$ cat src/design/ils_pkg.sv
package ils_pkg;

  // Default list capacity and the word width of one entry.
  localparam int DefCapacity = 256;
  localparam int DataW       = 32;

  // Command codes carried in the command field.
  typedef enum logic [2:0] {
    CMD_PUSH   = 3'd0,
    CMD_POP    = 3'd1,
    CMD_READ   = 3'd2,
    CMD_INSERT = 3'd3,
    CMD_REMOVE = 3'd4
  } cmd_e;

  // Result status codes.
  typedef enum logic [1:0] {
    ST_DONE  = 2'd0,
    ST_RANGE = 2'd1,
    ST_FULL  = 2'd2
  } status_e;

  // What every cell of the chain does at the next edge.
  typedef enum logic [1:0] {
    CELL_HOLD   = 2'd0,
    CELL_INSERT = 2'd1,
    CELL_REMOVE = 2'd2
  } cell_mode_e;

  typedef struct packed {
    cell_mode_e         mode;
    logic               sample;
    logic [DataW-1:0]   value;
  } cell_ctrl_t;

  typedef struct packed {
    logic [2:0]         command;
    logic [8:0]         index;
    logic signed [31:0] value;
  } in_item_t;

  typedef struct packed {
    logic [1:0]         status;
    logic signed [31:0] read_value;
    logic [8:0]         count;
  } out_item_t;

endpackage

$ cat src/design/ils_cell.sv
module ils_cell #(
  parameter int POS = 0,
  parameter int PW  = $clog2(ils_pkg::DefCapacity + 1)
) (
  input  logic                        clk_i,
  input  ils_pkg::cell_ctrl_t         ctrl_i,
  input  logic [PW-1:0]               target_i,
  input  logic [PW-1:0]               rd_target_i,
  input  logic [ils_pkg::DataW-1:0]   left_i,
  input  logic [ils_pkg::DataW-1:0]   right_i,
  output logic [ils_pkg::DataW-1:0]   data_o,
  output logic [ils_pkg::DataW-1:0]   leaf_o
);
  import ils_pkg::*;

  localparam logic [PW-1:0] MyPos = PW'(POS);

  logic [DataW-1:0] data_q, data_d;
  logic [DataW-1:0] leaf_q;

  // Next word: load the new value, take the left neighbor's word on an
  // insert above the target, or the right one's at or above it on a remove.
  always_comb begin
    data_d = data_q;
    case (ctrl_i.mode)
      CELL_INSERT: begin
        if (MyPos == target_i) begin
          data_d = ctrl_i.value;
        end else if (MyPos > target_i) begin
          data_d = left_i;
        end
      end
      CELL_REMOVE: begin
        if (MyPos >= target_i) begin
          data_d = right_i;
        end
      end
      default: data_d = data_q;
    endcase
  end

  // The stored word and the read leaf, which captures the word before the
  // update when this cell is the read position.
  always_ff @(posedge clk_i) begin
    data_q <= data_d;
    if (ctrl_i.sample) begin
      leaf_q <= (MyPos == rd_target_i) ? data_q : '0;
    end
  end

  assign data_o = data_q;
  assign leaf_o = leaf_q;

endmodule

$ cat config.mk
export PLATFORM = sky130hd
export DESIGN_NAME = ils_cell
export DESIGN_NICKNAME = d
export VERILOG_FILES = /design/src/design/ils_pkg.sv /design/src/design/ils_cell.sv
export SDC_FILE = /design/constraint.sdc
export NUM_CORES = 1
export LEC_CHECK = 0
export BUFFER_PORTS_ARGS = -buffer_cell sky130_fd_sc_hd__buf_2
export CORE_AREA = 2 2 85 87
export DETAILED_ROUTE_END_ITERATION = 8
export DIE_AREA = 0 0 87 89
export GPL_TIMING_DRIVEN = 0
export PLACE_DENSITY = 0.81
export SLEW_MARGIN = 25
export SYNTH_ARGS = -nofsm -noshare
export SYNTH_HDL_FRONTEND = slang
export SYNTH_SLANG_ARGS = --single-unit
$ cat constraint.sdc
create_clock -name clk_i -period 12.05 [get_ports clk_i]
set_clock_uncertainty 0.15 [all_clocks]
set_input_delay 0.6025 -clock clk_i [delete_from_list [all_inputs] [get_ports clk_i]]
set_output_delay 0.6025 -clock clk_i [all_outputs]
set_load 0.03 [all_outputs]
==> results_dict.tcl, run 1 <==
set metrics [dict create \
    drt-total-wl_mm 9.28 \
    r2r_start "data_o[20]$_DFFE_PP_" \
    fin_crit_ns 3.00 \
    postCtsHoldBufs 0 \
    drtIter0Drc 147 \
    viasPerCell 5.36 \
    cts_buffer_depth 2 \
    numCtsBuffers 9 \
    min-delay-start "data_o[6]$_DFFE_PP_" \
    startpoint "target_i[6]" \
    clk_pin_slew_ns 0.07 \
    p_int_uw 388 \
    hold_class "flip-flop to flip-flop" \
    pwr-share-comb_pct 11.7 \
    layout_common_cells "buf_2, edfxtp_1, nor2_1" \
    yosysSeqAreaShare_pct 61.1 \
    finalSetupTns_ns 0 \
    cts_num_sinks 64 \
    fp.dieW_um 87 \
    grt_max_degree 33 \
    start_kind "input pin" \
    dpl_cell_area_um2 4190 \
    rsz0062_at_grt "no" \
    fmax_mhz 334 \
    dieArea_um2 7740 \
    drt_first_pass_iters 4 \
    synth_top_area_cell "edfxtp_1" \
    core_um2 6720 \
    drv_cap 0 \
    drive_gt1_share_pct 44.8 \
    seqPwrFrac_pct 49.8 \
    gp_congestion 0.899 \
    grt_pass1_wl_mm 13.7 \
    diodes 0 \
    drc 0 \
    gr-total-overflow 0 \
    finalHoldViolations 0 \
    avgSynthCellArea_um2 11.8 \
    power.density_nw_per_um2 114 \
    leakage_uw 0.00185 \
    finalPower_uw 500 \
    setup.worst_path.class "input pin to flip-flop" \
    cp_max_fo 10 \
    finalSetupViolCount 0 \
    grt_pass1_vias 2842 \
    synthDominantCellAreaShare_pct 61.1 \
    place.port_buffers 181 \
    syn-cell-area_um2 3150 \
    ctsHtreeMaxLevel 3 \
    dpl.hpwl_mm 7.31 \
    post-route-period-util_pct 24.9 \
    synth_fp_nets 385 \
    worstSetupEndpointType "flip-flop" \
    tritoncts "yes" \
    status "finished clean" \
    r2r_slack_ns 11.08 \
    required_ns 11.95 \
    clk_latency_ns 0.34 \
    finalInstanceArea_um2 4400 \
    nets 582 \
    cts_resized 0 \
    ys_warn_count 0 \
    slew_headroom_pct 53.2 \
    io_pins 182 \
    vdd_drop_max_uv 47.3 \
    cts_root_buffer "clkbuf_8" \
    grt_usage_pct 23.8 \
    tightest_slew_ns 0.697 \
    final_common_cell "buf_2" \
    ant_nets 0 \
    syn2layout_area_growth_pct 39.7 \
    switching_power_uw 112 \
    pwr-share-clk_pct 38.4 \
    post-cts-setup-buffers 0 \
    synth_cell_types 20 \
    synthCells 267 \
    cp.arrival_ns 2.90 \
    swShare_pct 22.3 \
    synthTopCellsByArea "edfxtp_1, o31ai_1, a31oi_1, and2_1, nand4_1" \
    rows 30 \
    die_y_um 89 \
    slew_violations 0 \
    wl_per_cell_um 16.9 \
    start_util_pct 46.8 \
    antenna_found_initial 0 \
    num-fill-cells 530 \
    ys_ff_latch 64 \
    via_count 2945 \
]
-- path summary, 6_finish.rpt --
check,endpoint,depth (start not counted)
worst min register to register,leaf_o[6]$_SDFFCE_PP0P_,1
worst max register to register,leaf_o[20]$_SDFFCE_PP0P_,1
worst min-delay path,leaf_o[6]$_SDFFCE_PP0P_,1
worst max-delay path,data_o[4]$_DFFE_PP_,10
-- state kept, by name (all words and copies together), names as in the netlist --
| name | flops |
|---|---|
| data_o | 32 |
| leaf_o | 32 |
-- metal layers --
layer | part of all wire, % | track usage (%)
met2 | 51 | 40.6
met5 | 0 | 0
met3 | 6.6 | 6.19
met4 | 2.9 | 9.52
met1 | 39 | 28.8
-- Yosys cell counts --
cell / number
edfxtp_1: 64
nor2_1: 33
a31oi_1: 32
and2_1: 32
nand4_1: 32
o31ai_1: 32
clkbuf_1: 23
buf_6: 6
or3_1: 2
buf_1: 1
buf_2: 1
nand2b_1: 1
nor3_1: 1
nor4_1: 1
nor4_2: 1
nor4_4: 1
or2_2: 1
or4_1: 1
or4_4: 1
xnor2_1: 1
-- kinds of logic (layout without fill, tap and decap cells) --
group / count (synthesis) / in the layout / synth area share [%]
and+or+nand+nor: 107 / 107 / 19.5
AOI/OAI and AO/OA: 64 / 64 / 14.0
DFF: 64 / 64 / 61.1
buffers and inverters: 31 / 233 / 5.17
xor gates and xnor gates: 1 / 1 / 0.278
-- area by class of cell --
class                      instances  area (µm²)  share of cell area, %
sequential                        64        1920                   43.7
tap                               80         100                   2.28
buffer                            31         163                   3.70
multi-input combinational        172        1070                   24.3
clock inverter                     4        68.8                   1.57
clock buffer                      12         135                   3.07
timing repair buffer             186         938                   21.3
-- critical path: stages --
cell    delay (ns)
buf_2         0.11
or4_1         0.50
buf_2         0.18
buf_6         0.15
nor4_2        0.33
buf_2         0.28
buf_4         0.19
buf_2         0.21
buf_4         0.17
buf_4         0.17
-- stage by stage --
stage          utilization, %  hold WS (ns)  std cells  setup WS [ns]
6_report                 65.4         0.395        549           9.05
5_1_grt                  65.4         0.419        549           8.96
4_1_cts                  65.4         0.397        549           9.06
3_5_place_dp             62.4         0.383        533           8.69
3_3_place_gp             61.8         0.383        528           5.71
2_1_floorplan               -         0.565        267           6.84
-- power by group through the flow --
stage | Clock, µW | Sequential, µW | Combinational [µW]
floorplan | 0 | 261 | 20.3
global placement | 0 | 254 | 56.7
detailed placement | 0 | 254 | 57.9
CTS | 194 | 249 | 58.2
global route | 204 | 249 | 63.7
finish | 192 | 249 | 58.6
No activity file was read; power rests on OpenSTA's default activity.
==> run 2, diff against run 1 <==
Settings changed: CORE_AREA 2 2 85 87 to 2 2 88 90, DIE_AREA 0 0 87 89 to 0 0 90 92, PLACE_DENSITY 0.81 to 0.76.
Clock period 12.05 ns to 2.9 ns, I/O delays scaled along.
==> run 2 against run 1 <==
Critical path depth down 4. Design area about the same. Sequential share of layout area about the same. Largest cell class unchanged. Die area up 6.9%. Total power rose to 4.0 times the previous value. First-iteration DRC count up 17%. Combinational power rose to 4.2 times the previous value. Clock-buffer cell count unchanged.
==> results_dict.tcl, run 2 (synthesized netlist as in run 1, its figures left out) <==
set metrics [dict create \
    place.port_buffers 181 \
    grt_pass1_wl_mm 13.9 \
    post-route-period-util_pct 76.7 \
    finalHoldViolations 0 \
    syn2layout_area_growth_pct 39.7 \
    rsz0062_at_grt "no" \
    drtIter0Drc 172 \
    switching_power_uw 453 \
    worstSetupEndpointType "flip-flop" \
    start_util_pct 42.3 \
    via_count 2974 \
    dp_slack_ns 0.311 \
    finalSetupViolCount 0 \
    viasPerCell 5.23 \
    clk_latency_ns 0.33 \
    worstPathCellList "buf_2 > or4_1 > buf_2 > buf_6 > nor4_4 > buf_4" \
    cp.arrival_ns 2.10 \
    r2r_end "leaf_o[31]$_SDFFCE_PP0P_" \
    post-cts-setup-buffers 0 \
    vdd_drop_max_uv 229 \
    setup.worst_path.class "input pin to flip-flop" \
    cpMaxStageDelayCell "nor4_4" \
    min-delay-start "right_i[17]" \
    r2r_slack_ns 1.92 \
    cts_num_sinks 64 \
    setup_ws_ns 0.677 \
    slew_violations 0 \
    slowest_delay_ns 0.68 \
    pwr-share-comb_pct 12.3 \
    drc 0 \
    drv_cap 0 \
    gp_congestion 0.881 \
    leakage_uw 0.00183 \
    rows 32 \
    layout_common_cells "buf_2, edfxtp_1, nor2_1" \
    cts_resized 0 \
    clk_pin_slew_ns 0.06 \
    numCtsBuffers 9 \
    antenna_found_initial 1 \
    fp.dieW_um 90 \
    cts_root_buffer "clkbuf_8" \
    pwr-share-clk_pct 35.4 \
    start_kind "input pin" \
    grt_pass1_vias 2757 \
    io_pins 182 \
    seqPwrFrac_pct 52.3 \
    tightest_slew_ns 0.753 \
    required_ns 2.78 \
    min_path_cells 3 \
    cp_max_fo 12 \
    fmax_mhz 450 \
    dp_cells 552 \
    critPathMostFrequentCell "buf_2" \
    num-fill-cells 657 \
    ctsHtreeMaxLevel 3 \
    finalSetupTns_ns 0 \
    wl_per_cell_um 16.2 \
    fin_cells 569 \
    drt-total-wl_mm 9.21 \
    holdPathEnd "data_o[17]$_DFFE_PP_" \
    r2r_start "data_o[31]$_DFFE_PP_" \
    final_common_cell "buf_2" \
    drt_first_pass_iters 5 \
    core_um2 7450 \
    nets 579 \
    hold_class "input pin to flip-flop" \
    cts_buffer_depth 2 \
    status "finished clean" \
    tritoncts "yes" \
    drive_gt1_share_pct 44.6 \
    whs_ns 0.0252 \
    power.density_nw_per_um2 450 \
    slew_headroom_pct 49.4 \
    ant_nets 0 \
    dpl.hpwl_mm 7.32 \
    swShare_pct 22.9 \
    fin_crit_ns 2.22 \
    postCtsHoldBufs 0 \
    grt_usage_pct 21.7 \
    r2r_cells 1 \
    grt_max_degree 33 \
    p_int_uw 1530 \
    die_y_um 92 \
    gr-total-overflow 0 \
    dieArea_um2 8280 \
]
==> run 2: changes by cell type in the layout (fill, tap and decap cells not counted), sizes merged <==
| cell | before | now |
|---|---|---|
| clkinv | 2 | 3 |
| buf | 194 | 191 |
| diode | 0 | 1 |
| bufinv | 2 | 1 |
==> run 2: area by class of cell <==
| class | count | area (µm²) | share of cell area [%] |
|---|---|---|---|
| flip-flops and latches | 64 | 1920 | 43.7 |
| clock inverters | 4 | 45.0 | 1.02 |
| repair buffers | 183 | 925 | 21.0 |
| diodes | 1 | 2.50 | 0.0569 |
| clock buffers | 12 | 135 | 3.07 |
| well taps | 102 | 128 | 2.90 |
| plain buffers | 31 | 163 | 3.70 |
| multi-input cells | 172 | 1080 | 24.5 |
==> run 2: critical path, delay by kind of cell <==
kind          cells  cell delay (ns)
simple gates      2             1.17
buf+inv           4             0.78
==> run 2: how the worst max path moves through the flow <==
stage,from,end,cells past startpoint
floorplan,target_i[6],data_o[0]$_DFFE_PP_,4
global placement,target_i[6],data_o[11]$_DFFE_PP_,5
detailed placement,target_i[6],data_o[4]$_DFFE_PP_,6
CTS,target_i[6],data_o[2]$_DFFE_PP_,6
global route,target_i[4],data_o[5]$_DFFE_PP_,6
finish,target_i[6],data_o[2]$_DFFE_PP_,6
==> run 2: power groups by stage <==
stage	clock network, µW	registers, µW	logic, µW
after floorplan	0	1080	86.0
after global placement	0	1050	238
after detailed placement	0	1060	240
after CTS	714	1040	242
after global routing	747	1040	264
final	700	1040	244
==> run 2: metal layers <==
metal | share of wire (%) | global-route usage [%] | vias up | wire [µm]
li1 | - | - | 1442 | -
met1 | 39 | 26.0 | 1368 | 3630
met2 | 52 | 38.2 | 138 | 4750
met3 | 5.6 | 4.11 | 26 | 513
met4 | 3.4 | 9.87 | 0 | 314
met5 | 0 | 0 | - | 0
==> run 2: metrics by stage <==
stage          total power [µW]  util [%]  area [µm²]
6_report                   1980      59.0        4400
2_1_floorplan              1170         -        3160
3_5_place_dp               1300      56.6        4210
5_1_grt                    2050      59.0        4400
4_1_cts                    1990      59.0        4390
3_3_place_gp               1290      56.3        4200
==> run 3, diff against run 2 <==
Settings changed: ABC_AREA set to 1, CORE_AREA 2 2 88 90 to 2 2 90 92, DIE_AREA 0 0 90 92 to 0 0 92 94.
Clock period 2.9 ns to 2.25 ns, I/O delays scaled along.
==> run 3 against run 2 <==
Sequential power up 28%. First-iteration DRC count shrank 22%. Via count up 10%. Combinational power increased by 50%. Cell count rose by 22%. Setup slack worse by 0.17 ns. Clock-buffer cell count did not move. Register-to-register slack got worse by 0.62 ns.
==> results_dict.tcl, run 3 <==
set metrics [dict create \
    yosys-top-cells-count "inv_1, nand2_1, edfxtp_1, nand3_1, nor2_1" \
    dieArea_um2 8650 \
    rsz0062_at_grt "no" \
    finalSetupViolCount 0 \
    drt-total-wl_mm 9.63 \
    status "finished clean" \
    worstSetupEndpointType "flip-flop" \
    syn2layout_area_growth_pct 45.3 \
    dp_cells 647 \
    grt_pass1_vias 3222 \
    ys_async_sr_fraction_pct 0 \
    hold_class "input pin to flip-flop" \
    critPathMostFrequentCell "buf_6" \
    ys.flop_type "edfxtp_1" \
    cts_num_sinks 64 \
    synth_fp_nets 480 \
    synth_edf_count 64 \
    die_y_um 94 \
    slew_headroom_pct 52.8 \
    numCtsBuffers 9 \
    slowest_delay_ns 0.47 \
    dpl_cell_area_um2 4450 \
    finalPower_uw 2460 \
    gr-total-overflow 0 \
    layout_common_cells "buf_2, inv_1, nand2_1, nand3_1, edfxtp_1" \
    finalHoldViolations 0 \
    cts_root_buffer "clkbuf_8" \
    setup.worst_path.class "input pin to flip-flop" \
    io_pins 182 \
    final_core_util_pct 64.6 \
    final_common_cell "buf_2" \
    register_area_um2 1920 \
    ys_ff_latch 64 \
    viasPerCell 4.73 \
    core_um2 7610 \
    via_count 3277 \
    post-route-period-util_pct 77.6 \
    ctsHtreeMaxLevel 3 \
    num-fill-cells 668 \
    synth_top_area_cell "edfxtp_1" \
    power.density_nw_per_um2 502 \
    cp.arrival_ns 1.63 \
    nets 706 \
    clk_pin_slew_ns 0.06 \
    critical_path_buf_inv_count 4 \
    fmax_mhz 573 \
    place.port_buffers 181 \
    ant_nets 0 \
    fp.dieW_um 92 \
    yosysSeqAreaShare_pct 56.9 \
    start_util_pct 44.4 \
    diodes 0 \
    vdd_drop_max_uv 210 \
    leakage_uw 0.00249 \
    fin_crit_ns 1.75 \
    cpMaxStageDelayCell "a211oi_4" \
    dpl.hpwl_mm 7.10 \
    tritoncts "yes" \
    clk_latency_ns 0.33 \
    post-cts-setup-buffers 0 \
    required_ns 2.13 \
    dp_slack_ns 0.134 \
    drc 0 \
    grt_pass1_wl_mm 14.9 \
    cp_max_fo 12 \
    synthDominantCellAreaShare_pct 56.9 \
    grt_max_degree 33 \
    setup_ws_ns 0.504 \
    tightest_slew_ns 0.709 \
    antenna_found_initial 0 \
    syn-cell-area_um2 3380 \
    synth_cell_types 19 \
    cts_buffer_depth 2 \
    multi_input_area_um2 1070 \
    grt_usage_pct 22.4 \
    fin_cells 693 \
    rows 32 \
    start_kind "input pin" \
    synthTopCellsByArea "edfxtp_1, nand3_1, inv_1, nand2_1, o21bai_1" \
    drive_gt1_share_pct 39.3 \
    wl_per_cell_um 13.9 \
    drt_first_pass_iters 4 \
    cp_top_family "buffers and inverters" \
    drtIter0Drc 134 \
    synthCells 362 \
    finalInstanceArea_um2 4910 \
    drv_cap 0 \
    slew_violations 0 \
    gp_congestion 0.832 \
    cts_resized 0 \
    avgSynthCellArea_um2 9.34 \
    worstPathCellList "buf_2 > nor2_2 > nand3_2 > buf_6 > a211oi_4 > buf_6 > buf_8" \
    ys_warn_count 0 \
]
run 3: power breakdown:
| part | internal (µW) | switching (µW) |
|---|---|---|
| clock | 383 | 381 |
| combinational | 177 | 188 |
| sequential | 1330 | 3.90 |
| total | 1890 | 573 |
run 3: through the flow:
step / hold slack [ns] / setup TNS (ns)
after floorplan: 0.0750 / 0
after global placement: 0.237 / -7.12
after detailed placement: 0.239 / 0
after CTS: 0.00813 / 0
after global routing: 0.0309 / 0
final: 0.0301 / 0
run 3: path summary, 6_finish.rpt:
kind | slack, ns | end | start | cells after the start
worst max-delay path | 0.50 | data_o[20]$_DFFE_PP_ | target_i[3] | 7
worst min-delay path | 0.03 | data_o[19]$_DFFE_PP_ | left_i[19] | 4
worst max register to register | 1.30 | leaf_o[31]$_SDFFCE_PP0P_ | data_o[31]$_DFFE_PP_ | 2
worst min register to register | 0.42 | leaf_o[16]$_SDFFCE_PP0P_ | data_o[16]$_DFFE_PP_ | 2
run 3: cell families after synthesis:
kind of cell,after synthesis,share of synthesized area [%]
and+or+nand+nor,175,22.7
AOI/OAI and AO/OA,33,8.70
DFF,64,56.9
buffers and inverters,90,11.7
run 3: tightest hold or removal path, delay by kind of cell:
kind	cells	cell delay (ns)
AND/OR/NAND/NOR	2	0.12
AO/OA/AOI/OAI	1	0.09
buffers and inverters	1	0.07
run 3: metal layers:
| layer | routed length (µm) | GRT usage, % | vias up |
|---|---|---|---|
| met3 | 642 | 2.73 | 22 |
| met2 | 4910 | 41.1 | 162 |
| met5 | 0 | 0 | - |
| met1 | 3810 | 26.0 | 1473 |
| li1 | - | - | 1620 |
| met4 | 270 | 10.9 | 0 |
run 3: final cells by class:
type	instances	area share, %
Sequential cell	64	39.1
Timing Repair Buffer	215	25.5
Multi-Input combinational cell	208	21.8
Inverter	69	5.27
Buffer	21	2.80
Clock buffer	12	2.75
Tap cell	102	2.60
Clock inverter	2	0.178
run 3: timing repair:
action,CTS,global route
hold buffers,32,0
hold endpoints to repair,32,0
endpoints found under the setup margin,0,0
